==> src/rtl/timed_output_with_chirp_and_auto_off_macros.svh <==
// Assertion macros for the timed output block.
// Included by modules that carry concurrent checks; needs i_clk and i_rst_n in scope.
`ifndef TIMED_OUTPUT_WITH_CHIRP_AND_AUTO_OFF_MACROS_SVH
`define TIMED_OUTPUT_WITH_CHIRP_AND_AUTO_OFF_MACROS_SVH

`ifndef NO_ASSERTIONS

// Same-cycle implication, checked out of reset
`define TOCAO_ASSERT_IMPL(label, ante, cons) \
    label: assert property (@(posedge i_clk) disable iff (!i_rst_n) (ante) |-> (cons)) \
        else $error("tocao check failed");

// Next-cycle implication, checked out of reset
`define TOCAO_ASSERT_NEXT(label, ante, cons) \
    label: assert property (@(posedge i_clk) disable iff (!i_rst_n) (ante) |=> (cons)) \
        else $error("tocao check failed");

`else

`define TOCAO_ASSERT_IMPL(label, ante, cons)
`define TOCAO_ASSERT_NEXT(label, ante, cons)

`endif

`endif

==> src/rtl/tocao_pkg.sv <==
// Shared types and codes for the timed output with chirp and auto-off.
// No dependencies; imported by tocao_step and the top level.
package tocao_pkg;

    // request codes
    localparam logic [1:0] REQ_TICK  = 2'd0;
    localparam logic [1:0] REQ_CLICK = 2'd1;
    localparam logic [1:0] REQ_SET   = 2'd2;
    localparam logic [1:0] REQ_START = 2'd3;

    // chirp sequencer phases
    localparam logic [2:0] PH_IDLE   = 3'd0;
    localparam logic [2:0] PH_P1_ON  = 3'd1;
    localparam logic [2:0] PH_P1_OFF = 3'd2;
    localparam logic [2:0] PH_P2_ON  = 3'd3;
    localparam logic [2:0] PH_P2_OFF = 3'd4;
    localparam logic [2:0] PH_RUN    = 3'd5;

    // end causes
    localparam logic [1:0] CAUSE_NONE  = 2'd0;
    localparam logic [1:0] CAUSE_TIMED = 2'd1;
    localparam logic [1:0] CAUSE_AUTO  = 2'd2;

    // configuration register indexes
    localparam int         CFG_IDX_W       = 4;
    localparam logic [3:0] CFG_ACTIVE_LOW  = 4'd0;
    localparam logic [3:0] CFG_AUTO_OFF_MS = 4'd1;

    // chirp step lengths in ms
    localparam logic [7:0] CHIRP_ON_MS  = 8'd150;
    localparam logic [7:0] CHIRP_OFF_MS = 8'd120;

    typedef struct packed {
        logic [1:0]  req_type;
        logic        set_active;
        logic [31:0] duration_ms;
        logic        chirp_enable;
    } t_in_item;

    typedef struct packed {
        logic        pin_level;
        logic        is_active;
        logic        timed_active;
        logic [31:0] remaining_ms;
        logic        state_changed;
        logic [1:0]  end_cause;
    } t_out_item;

    typedef struct packed {
        logic        on_flag;
        logic        timed_flag;
        logic [2:0]  chirp_phase;
        logic [31:0] on_elapsed;
        logic [7:0]  step_elapsed;
        logic [31:0] run_length;
        logic        drive_on;
    } t_state;

    typedef struct packed {
        logic        active_low;
        logic [31:0] auto_off_ms;
    } t_cfg;

endpackage

==> src/rtl/tocao_step.sv <==
// Next-state and result logic for one request of the timed output.
// Purely combinational; depends on tocao_pkg.
module tocao_step (
    input  tocao_pkg::t_state    i_state,
    input  tocao_pkg::t_in_item  i_item,
    input  tocao_pkg::t_cfg      i_cfg,
    output tocao_pkg::t_state    o_state,
    output tocao_pkg::t_out_item o_result
);
    import tocao_pkg::*;

    t_state      s;
    logic        changed;
    logic [1:0]  cause;
    logic        want;
    logic [31:0] total;
    logic        use_total;

    always_comb begin
        s       = i_state;
        changed = 1'b0;
        cause   = CAUSE_NONE;
        want    = 1'b0;

        unique case (i_item.req_type)
            REQ_TICK: begin
                // advance saturating counters while on
                if (s.on_flag) begin
                    if (s.on_elapsed != '1) s.on_elapsed = s.on_elapsed + 32'd1;
                    if (s.step_elapsed != '1) s.step_elapsed = s.step_elapsed + 8'd1;
                end
                if (s.on_flag && s.timed_flag) begin
                    unique case (s.chirp_phase)
                        PH_P1_ON: begin
                            if (s.step_elapsed >= CHIRP_ON_MS) begin
                                s.chirp_phase  = PH_P1_OFF;
                                s.step_elapsed = '0;
                                s.drive_on     = 1'b0;
                            end
                        end
                        PH_P1_OFF: begin
                            if (s.step_elapsed >= CHIRP_OFF_MS) begin
                                s.chirp_phase  = PH_P2_ON;
                                s.step_elapsed = '0;
                                s.drive_on     = 1'b1;
                            end
                        end
                        PH_P2_ON: begin
                            if (s.step_elapsed >= CHIRP_ON_MS) begin
                                s.chirp_phase  = PH_P2_OFF;
                                s.step_elapsed = '0;
                                s.drive_on     = 1'b0;
                            end
                        end
                        PH_P2_OFF: begin
                            // end of chirp: expiry is not tested on this tick
                            if (s.step_elapsed >= CHIRP_OFF_MS) begin
                                s.chirp_phase  = PH_RUN;
                                s.step_elapsed = '0;
                                s.drive_on     = 1'b1;
                            end
                        end
                        PH_RUN: begin
                            if (s.on_elapsed >= s.run_length) begin
                                s.on_flag      = 1'b0;
                                s.timed_flag   = 1'b0;
                                s.chirp_phase  = PH_IDLE;
                                s.drive_on     = 1'b0;
                                s.step_elapsed = '0;
                                changed        = 1'b1;
                                cause          = CAUSE_TIMED;
                            end
                        end
                        default: ;
                    endcase
                end else if (s.on_flag && (i_cfg.auto_off_ms != '0)
                             && (s.on_elapsed >= i_cfg.auto_off_ms)) begin
                    // safety timeout for untimed on periods
                    s.on_flag      = 1'b0;
                    s.timed_flag   = 1'b0;
                    s.chirp_phase  = PH_IDLE;
                    s.drive_on     = 1'b0;
                    s.step_elapsed = '0;
                    changed        = 1'b1;
                    cause          = CAUSE_AUTO;
                end
            end
            REQ_CLICK, REQ_SET: begin
                want = (i_item.req_type == REQ_CLICK) ? !s.on_flag : i_item.set_active;
                if (!want) begin
                    changed        = s.on_flag;
                    s.on_flag      = 1'b0;
                    s.timed_flag   = 1'b0;
                    s.chirp_phase  = PH_IDLE;
                    s.drive_on     = 1'b0;
                    s.step_elapsed = '0;
                end else if (!s.on_flag) begin
                    s.on_flag    = 1'b1;
                    s.on_elapsed = '0;
                    s.drive_on   = 1'b1;
                    changed      = 1'b1;
                end else begin
                    // already on: force drive, chirp keeps its phase
                    s.drive_on = 1'b1;
                end
            end
            REQ_START: begin
                s.on_flag      = 1'b1;
                s.on_elapsed   = '0;
                s.drive_on     = 1'b1;
                s.timed_flag   = 1'b1;
                s.run_length   = i_item.duration_ms;
                s.step_elapsed = '0;
                s.chirp_phase  = i_item.chirp_enable ? PH_P1_ON : PH_RUN;
                changed        = 1'b1;
            end
            default: ;
        endcase
    end

    // remaining time: one subtract against the run length or the timeout
    always_comb begin
        total     = s.timed_flag ? s.run_length : i_cfg.auto_off_ms;
        use_total = s.on_flag && (s.timed_flag || (i_cfg.auto_off_ms != '0));
    end

    assign o_state                = s;
    assign o_result.pin_level     = s.drive_on ^ i_cfg.active_low;
    assign o_result.is_active     = s.on_flag;
    assign o_result.timed_active  = s.on_flag && s.timed_flag;
    assign o_result.remaining_ms  = (use_total && (s.on_elapsed < total))
                                    ? (total - s.on_elapsed) : '0;
    assign o_result.state_changed = changed;
    assign o_result.end_cause     = cause;

endmodule

==> src/rtl/timed_output_with_chirp_and_auto_off.sv <==
// Top level of the timed output with start chirp and safety auto-off.
// Depends on tocao_pkg, tocao_step and timed_output_with_chirp_and_auto_off_macros.svh.
//
//  channel | direction | handshake            | payload
//  in      | sink      | i_in_valid/o_in_stall | i_in_data  (t_in_item)
//  out     | source    | o_out_valid/i_out_stall | o_out_data (t_out_item)
//  cfg     | sink      | i_cfg_valid/o_cfg_ready | i_cfg_index, i_cfg_data
//
// One request per cycle sustained while the output is not stalled: an input register
// feeds the step logic, whose result and new channel state load together into the
// output register, from which the result is offered.
// A stalled result holds the output register, and the input register then fills
// and raises o_in_stall. Synchronous active-low reset clears the channel state,
// both configuration registers and the valid flags; no clearing pass is needed.
`include "timed_output_with_chirp_and_auto_off_macros.svh"

module timed_output_with_chirp_and_auto_off (
    input  logic                           i_clk,
    input  logic                           i_rst_n,
    input  logic                           i_in_valid,
    output logic                           o_in_stall,
    input  tocao_pkg::t_in_item            i_in_data,
    output logic                           o_out_valid,
    input  logic                           i_out_stall,
    output tocao_pkg::t_out_item           o_out_data,
    input  logic                           i_cfg_valid,
    output logic                           o_cfg_ready,
    input  logic [tocao_pkg::CFG_IDX_W-1:0] i_cfg_index,
    input  logic [31:0]                    i_cfg_data
);
    import tocao_pkg::*;

    logic      r_in_valid;
    t_in_item  r_in;
    logic      r_out_valid;
    t_out_item r_out;
    t_state    r_state;
    t_cfg      r_cfg;

    t_state    n_state;
    t_out_item n_out;
    logic      advance;
    logic      in_ready;

    // handshake control
    assign advance     = r_in_valid && (!r_out_valid || !i_out_stall);
    assign in_ready    = !r_in_valid || advance;
    assign o_in_stall  = !in_ready;
    assign o_out_valid = r_out_valid;
    assign o_out_data  = r_out;
    assign o_cfg_ready = 1'b1;

    tocao_step u_step (
        .i_state  (r_state),
        .i_item   (r_in),
        .i_cfg    (r_cfg),
        .o_state  (n_state),
        .o_result (n_out)
    );

    // input register
    always_ff @(posedge i_clk) begin
        if (!i_rst_n) begin
            r_in_valid <= 1'b0;
        end else if (in_ready) begin
            r_in_valid <= i_in_valid;
        end
    end

    always_ff @(posedge i_clk) begin
        if (in_ready && i_in_valid) begin
            r_in <= i_in_data;
        end
    end

    // result register and channel state
    always_ff @(posedge i_clk) begin
        if (!i_rst_n) begin
            r_out_valid <= 1'b0;
            r_state     <= '{on_flag: 1'b0, timed_flag: 1'b0, chirp_phase: PH_IDLE,
                             on_elapsed: '0, step_elapsed: '0, run_length: '0,
                             drive_on: 1'b0};
        end else if (advance) begin
            r_out_valid <= 1'b1;
            r_state     <= n_state;
        end else if (!i_out_stall) begin
            r_out_valid <= 1'b0;
        end
    end

    always_ff @(posedge i_clk) begin
        if (advance) begin
            r_out <= n_out;
        end
    end

    // configuration registers
    always_ff @(posedge i_clk) begin
        if (!i_rst_n) begin
            r_cfg <= '0;
        end else if (i_cfg_valid && o_cfg_ready) begin
            unique case (i_cfg_index)
                CFG_ACTIVE_LOW:  r_cfg.active_low  <= i_cfg_data[0];
                CFG_AUTO_OFF_MS: r_cfg.auto_off_ms <= i_cfg_data;
                default: ;
            endcase
        end
    end

    // channel off means drive off and chirp idle
    `TOCAO_ASSERT_IMPL(a_off_idle, !r_state.on_flag, !r_state.drive_on && (r_state.chirp_phase == PH_IDLE))
    // a fired end cause always reports a change to off
    `TOCAO_ASSERT_IMPL(a_cause_off, r_out_valid && (r_out.end_cause != CAUSE_NONE), r_out.state_changed && !r_out.is_active)
    // held input request does not move while the result side is blocked
    `TOCAO_ASSERT_NEXT(a_in_hold, r_in_valid && !advance, r_in_valid && $stable(r_in))
    // state only changes when a request passes to the result register
    `TOCAO_ASSERT_NEXT(a_state_hold, !advance, $stable(r_state))

endmodule

==> config.mk <==
export PLATFORM = sky130hd
export DESIGN_NAME = timed_output_with_chirp_and_auto_off
export DESIGN_NICKNAME = d
export VERILOG_FILES = /design/src/rtl/tocao_pkg.sv /design/src/rtl/tocao_step.sv /design/src/rtl/timed_output_with_chirp_and_auto_off.sv
export VERILOG_INCLUDE_DIRS = /design/src /design/src/rtl
export SDC_FILE = /design/constraint.sdc
export NUM_CORES = 1
export LEC_CHECK = 0
export ABC_CLOCK_PERIOD_IN_PS = 6600
export BUFFER_PORTS_ARGS = -buffer_cell sky130_fd_sc_hd__buf_4
export CORE_UTILIZATION = 45
export DETAILED_ROUTE_END_ITERATION = 10
export GPL_ROUTABILITY_DRIVEN = 0
export GPL_TIMING_DRIVEN = 1
export PLACE_DENSITY = 0.62
export SLEW_MARGIN = 20
export SYNTH_ARGS = -nofsm -noshare
export SYNTH_HDL_FRONTEND = slang
export SYNTH_SLANG_ARGS = --single-unit
==> constraint.sdc <==
create_clock -name i_clk -period 6.6 [get_ports i_clk]
set_input_delay 1.32 -clock i_clk [delete_from_list [all_inputs] [get_ports i_clk]]
set_output_delay 1.32 -clock i_clk [all_outputs]
set_load 0.05 [all_outputs]
-- Word level (Yosys, flattened, before mapping)
Cells that the tools add are included.
- flip-flop bits (word level): 187
- bits in latches: 0
- memory bits (writable): 0
- memory bits (read-only): 0
- input port bits: 77
- output and inout port bits: 41
- memories kept: 0
- add/sub/neg operators: 3
- multiply operators: 0
- divide/modulo/power cells: 0
- magnitude comparators: 5
- equal/unequal tests: 20
- shifts and indexed selects: 0
- muxes and demuxes: 49
- bitwise operators: 1
- reduce and logical (&&, ||, !) cells: 26
- operators by type and width (operator ; count):
    $mux 32 ; 5
    $pmux 45 s3 ; 1
    $mux 40 ; 2
    $ge 32x32->1 ; 2
    $mux 8 ; 7
    $add 32x1->32 const B ; 1
    $lt 32x32->1 ; 1
    $ne 32x32->1 const B ; 1
    $reduce_bool 32->1 ; 1
    $sub 32x32->32 ; 1
    $pmux 8 s3 ; 1
    $ne 4x4->1 const B ; 5
    $mux 1 ; 16
    $mux 3 ; 5
    $mux 5 ; 3
    $pmux 3 s5 ; 1
    $pmux 1 s3 ; 3
    $reduce_and 9->1 ; 1
    $add 8x1->8 const B ; 1
    $ge 8x7->1 const B ; 1
    $ge 8x8->1 const B ; 1
    $logic_and 1x1->1 ; 8
    $mux 2 ; 4
    $ne 8x8->1 const B ; 1
    other kinds (18) ; 31

-- Longest topological paths before layout
- depth after elaboration: 12
- mapped depth: 35
- mapped depth without buffers: 30

-- Hierarchy
A second synthesis with hierarchy kept.
- cells, all modules: 1570
- area, all modules: 13150.1 sq um
- modules (own cells, without submodules) (module ; instances ; cells each ; area an instance (sq um) ; sequential area each (sq um)):
    tocao_step ; 1 ; 1002 ; 6603.8 ; 0.0
    timed_output_with_chirp_and_auto_off ; 1 ; 568 ; 6546.3 ; 4484.3

-- Least setup slack after synthesis
OpenSTA, ideal clock, no wires.
- path kind: reg-to-reg
- start: register r_state[42] (netlist bit)
- end: register r_out, in the netlist o_out_data[24], data pin
- arrival: 6884 ps
- data required time: 6332 ps
- path slack: -552 ps
- cell stages (with the launch flop): 35
- path buffers: 5
- path through: dfxtp_1 ha_1 nand2_1 nor3_1 or4b_1 buf_2 and3_1 clkbuf_1 and2_1 nand3_1 xnor2_1 ha_1 nor2b_1 o21ai_0 or4b_1 o21ai_0 a21oi_1 a211oi_1 buf_2 buf_2 nand2_1 o21ai_0 ha_1 inv_1 fa_1 a21o_1 a221oi_1 nor3_1 or3_1 nand2_1 o211ai_1 a21o_1 o2111ai_1 clkbuf_1 nor3_1
- word-level cells in the longest chain between the ends: 12
- ends and longest elaborated chain (item ; line ; source):
    start, declared ; timed_output_with_chirp_and_auto_off.sv:37 ; t_state r_state;
    start signal, assigned ; timed_output_with_chirp_and_auto_off.sv:80 ; r_state <= '{on_flag: 1'b0, timed_flag: 1'b0, chirp_phase: PH_IDLE,
    start signal, assigned ; timed_output_with_chirp_and_auto_off.sv:85 ; r_state <= n_state;
    $add 32x1->32 or $ne 32x32->1 (tied branches) ; tocao_step.sv:29 ; if (s.on_elapsed != '1) s.on_elapsed = s.on_elapsed + 32'd1;
    $mux 32 ; tocao_step.sv:29 ;
    $mux 40 ; tocao_step.sv:28 ; if (s.on_flag) begin
    $mux 40 ; tocao_step.sv:25 ; unique case (i_item.req_type)
    $ge 32x32->1, on equally long branches ; tocao_step.sv:64, tocao_step.sv:77 ;
    $mux 5 or $logic_and 1x1->1 (tied branches) ; tocao_step.sv:64, tocao_step.sv:77 ;
    $mux 2 or $mux 5 (tied branches) ; tocao_step.sv:33, tocao_step.sv:76 ;
    $mux 5 ; tocao_step.sv:32 ; if (s.on_flag && s.timed_flag) begin
    $pmux 45 s3 (*) ; tocao_step.sv:25 ;
    $mux 32 or $logic_or 1x1->1 (tied branches) ; tocao_step.sv:123, tocao_step.sv:124 ;
    $lt 32x32->1 or $logic_and 1x1->1 (tied branches) ; tocao_step.sv:131, tocao_step.sv:124 ;
    $logic_and 1x1->1 ; tocao_step.sv:131 ; assign o_result.remaining_ms = (use_total && (s.on_elapsed < total))
    end signal, assigned ; timed_output_with_chirp_and_auto_off.sv:93 ; r_out <= n_out;
    end, declared ; timed_output_with_chirp_and_auto_off.sv:36 ; t_out_item r_out;
Mark *: on every way between the ends. The rest lies on a longest branch, timed or not. The select of a mux whose other input is x is not followed.
A chain may end at the register's enable or synchronous reset.

-- Worst setup path in the final report
- start: register r_state[58] (netlist bit)
- end: register r_out, in the netlist o_out_data[32], data pin
Same word-level chain as after synthesis.

==> results.md <==
- Critical path class: reg -> reg
- Layout cell share with drive strength beyond 1: 30.2%
- FP Rows: 60
- Maximum clock insertion buffer count: 2
- Drc violations: 0
- CP bufs+invs: 4
- Hold Path Cell Cnt: 2
- Power share of the combinational group: approximately 30%
- Final HPWL DP: roughly 30000 um
- Routed length per instance: between 15 and 20 um
- RSZ-0062 raised after global routing: true
- Hold crit path type: reg -> reg
- Die area: approximately 28000 sq um
- Placed cell count: around 2.2k
- Largest net degree at the start of global routing: 86
- Critical path's top delay family: compound AO/OA/AOI/OAI gates
- Core outline area: 27100 sq um
- Buffers added on ports: roughly 120
- PD cells: 192 nW/um^2
- Power share of the clock group: about a third
- Die Y-Extent: 168 um
- Clock Skews: a little under 20 ps
- TritonCTS clock tree: built
- DP Worst Slack: -378 ps
- Worst Path Max Fanout: 7
- Area growth from synthesis to layout: 37.1%
- CTS H-tree lvls: 4
- Sequential Power Share: between 30% and 40%
- Final worst-path cycle share: 105%
- Synth Area in Adders: 10.4%
- Starting density of the core: a little under half
- Slowest-stage cell, CP: or4b_4
- Initial DRC Count: a little over 1k
- Vias in the first global route: ~11k
- NetSw: approximately 1.1 mW
- Synth Area in XOR/XNOR: around 4.1%
- Via count: 12.5k
- Cell variety after synth: 77
- Final cell count without fillers: roughly 2.3k
- Maxcap violations: 0
- Filler Cells Inserted: 2320
- Failing checks: setup timing
- Grt total ovfl: 0
- Fin crit period: 6910 ps
- Initial antenna violation count: 0
- Post-Syn Area: 12500 sq um
- GRT Util Overall: between 20% and 30%
- Width of the die: around 170 um
- Levels on crit path: 29
- Routed vias/inst: 5.55
- Worst vdd ir: between 0.0001 and 0.00015 V
- Top FF cell, synth: dfxtp_1
- Sequential-to-total area share from yosys stat: a little over a third
- # diodes: 0
- Yosys reg bits: about 190
- Outcome: finished with violations
- LEAKAGE: a little over 7 nW
- Worst setup SP type: register
- # hold bufs at CTS: 0
- Reg2Reg Setup Slack: -310 ps
- Synth Area in Compound Gates: about 20%
- I/O pin count: roughly 120
- Post-synth EDFFs: 74
- R2R depth: 29
- Rel. slew slack: between 30% and 40%
- F_max: ~140 MHz
- First-pass GRT wire length: a little over 60000 um
- Mux contribution to synthesized area: 3.16%
- Final Setup Violations: 32
- CP Data Arrival Time: a little over 7000 ps
- Synth Area in Simple Gates: roughly a fifth
- Syn Area/Cell: just over 8 sq um
- Synth warn: 0
- Worst-margin pin slew: a little over 1000 ps
- Fin. Hold Viols: 0
- Worst-path clk slew: ~80 ps
- WP data required: roughly 6800 ps
- Crit path largest cell delay: between 500 and 600 ps
- Asr flop ratio synth: 0%
- Slew Limit Fails: 0
- Routed WL: approximately 40000 um
- Routed Antenna Nets: 0
- Largest family of logic cells by synthesized area: simple AND/OR/NAND/NOR gates
- Sw frac: 32.1%
- Post-synthesis cell count: approximately 1.5k
- Drt first pass iters: 6
- CTS Root Cell: clkbuf_16
- Post-route setup slack: -310 ps
- P_int: around 2.2 mW
- CP endpoint kind: register
- CTS Buf Count: 17
- # nets final: around 2.0k
- Net Count, Synth: between 1.5k and 2k
- Clk_lat worst skew: ~450 ps
- Clk sink count: 187
==> area by class of cell <==
| class | count | area (sq um) | area share [%] |
|---|---|---|---|
| clock buffers | 18 | 429 | 2.51 |
| clock inverters | 14 | 148 | 0.864 |
| inverters | 94 | 353 | 2.06 |
| multi-input cells | 1163 | 8030 | 47.0 |
| flip-flops and latches | 187 | 4490 | 26.3 |
| well taps | 372 | 465 | 2.72 |
| repair buffers | 403 | 3170 | 18.6 |
==> stage by stage <==
| stage | power, mW | utilization (%) | hold slack (ps) | cell area (sq um) | setup TNS (ps) |
|---|---|---|---|---|---|
| floorplan | 1.77 | - | 449 | 12600 | 0 |
| global placement | 2.08 | 56.7 | 456 | 15400 | -3910 |
| detailed placement | 2.08 | 56.7 | 466 | 15400 | -6830 |
| CTS | 3.21 | 61.3 | 477 | 16600 | -143 |
| global route | 3.41 | 63.1 | 496 | 17100 | -11210 |
| finish | 3.28 | 63.1 | 472 | 17100 | -4200 |
==> layer usage <==
layer	share of wire [%]	GRT usage (%)
met1	47	39.0
met2	42	41.5
met4	3.3	10.9
met5	0	0
met3	7.8	6.85
==> layout by cell type, fill, tap and decap left out, types with 8 or more instances in the layout <==
master     instances
and2_1            13
clkbuf_16         18
xnor2_1           29
a21o_1            27
nor4_1            11
a22oi_1           12
a21oi_1          175
nand2_1          224
nand3_1           28
mux2i_1           36
dfxtp_1          108
and3_1            14
nor2_1           122
ha_1              86
nand4_1           23
nor3_1            30
xor2_1            16
buf_4            388
xnor2_2           12
a21oi_2           15
ha_4              12
nand2b_1           8
o21ai_0           56
o31ai_1           20
nor2b_1           11
a31oi_1           13
inv_1             92
edfxtp_1          74
==> state kept, by name, indices dropped and copies added (netlist names) <==
signal / count
o_out_data: 38
o_out_valid: 1
r_in: 36
r_cfg: 33
r_in_valid: 1
r_state: 78
==> kinds of logic after synthesis <==
group / count (synthesis)
AND/OR/NAND/NOR: 553
AO/OA/AOI/OAI: 408
flip-flops: 187
buffers and inverters: 179
adder cells (fa/ha/maj): 103
XOR/XNOR: 59
multiplexers: 39
other: 1
==> final timing paths <==
path,to,start
setup / recovery,o_out_data[32],r_state[58]
hold / removal,r_state[13],r_state[13]
setup reg to reg,o_out_data[32],r_state[58]
hold reg to reg,r_state[13],r_state[13]
==> worst min-delay path: cells and delay by family (launching register included) <==
kind / cells / cell delay [ps]
and+or+nand+nor: 1 / 50
DFF: 1 / 330
AOI/OAI and AO/OA: 1 / 50
==> synthesized netlist by cell type (5+ instances only) <==
library cell / instances / area (sq um)
nand2_1: 226 / 848
o21ai_0: 63 / 315
buf_2: 16 / 80.1
a22oi_1: 12 / 90.1
nand2b_1: 8 / 50.1
and3_1: 20 / 125
a31oi_1: 13 / 81.3
nand4_1: 23 / 144
or3_1: 5 / 31.3
a211oi_1: 8 / 60.1
dfxtp_1: 113 / 2260
a21oi_1: 195 / 976
and4_1: 8 / 70.1
o211ai_1: 6 / 45.0
edfxtp_1: 74 / 2220
nor3_1: 37 / 185
or2_2: 5 / 31.3
mux2i_1: 36 / 360
clkbuf_1: 63 / 236
ha_1: 102 / 1280
and2_1: 16 / 100
a21o_1: 27 / 203
xnor2_1: 42 / 368
o21a_1: 7 / 52.6
nor2b_1: 12 / 75.1
nor4_1: 13 / 81.3
nand3_1: 36 / 180
inv_1: 92 / 345
nor2_1: 127 / 477
o31ai_1: 22 / 165
xor2_1: 17 / 149
==> repair_timing <==
action	CTS	global route
pin swaps	25	62
buffers inserted	39	14
gates cloned	2	1
endpoints found under the setup margin	32	32
resized for setup	58	66
==> power groups by stage <==
stage	logic, mW	clock network [mW]	registers, mW
after floorplan	0.429	0	1.34
after global placement	0.783	0	1.30
after detailed placement	0.787	0	1.30
after CTS	0.886	1.05	1.27
after global routing	1.04	1.10	1.27
final	0.967	1.04	1.27
Power figures use the tool's default switching activity.
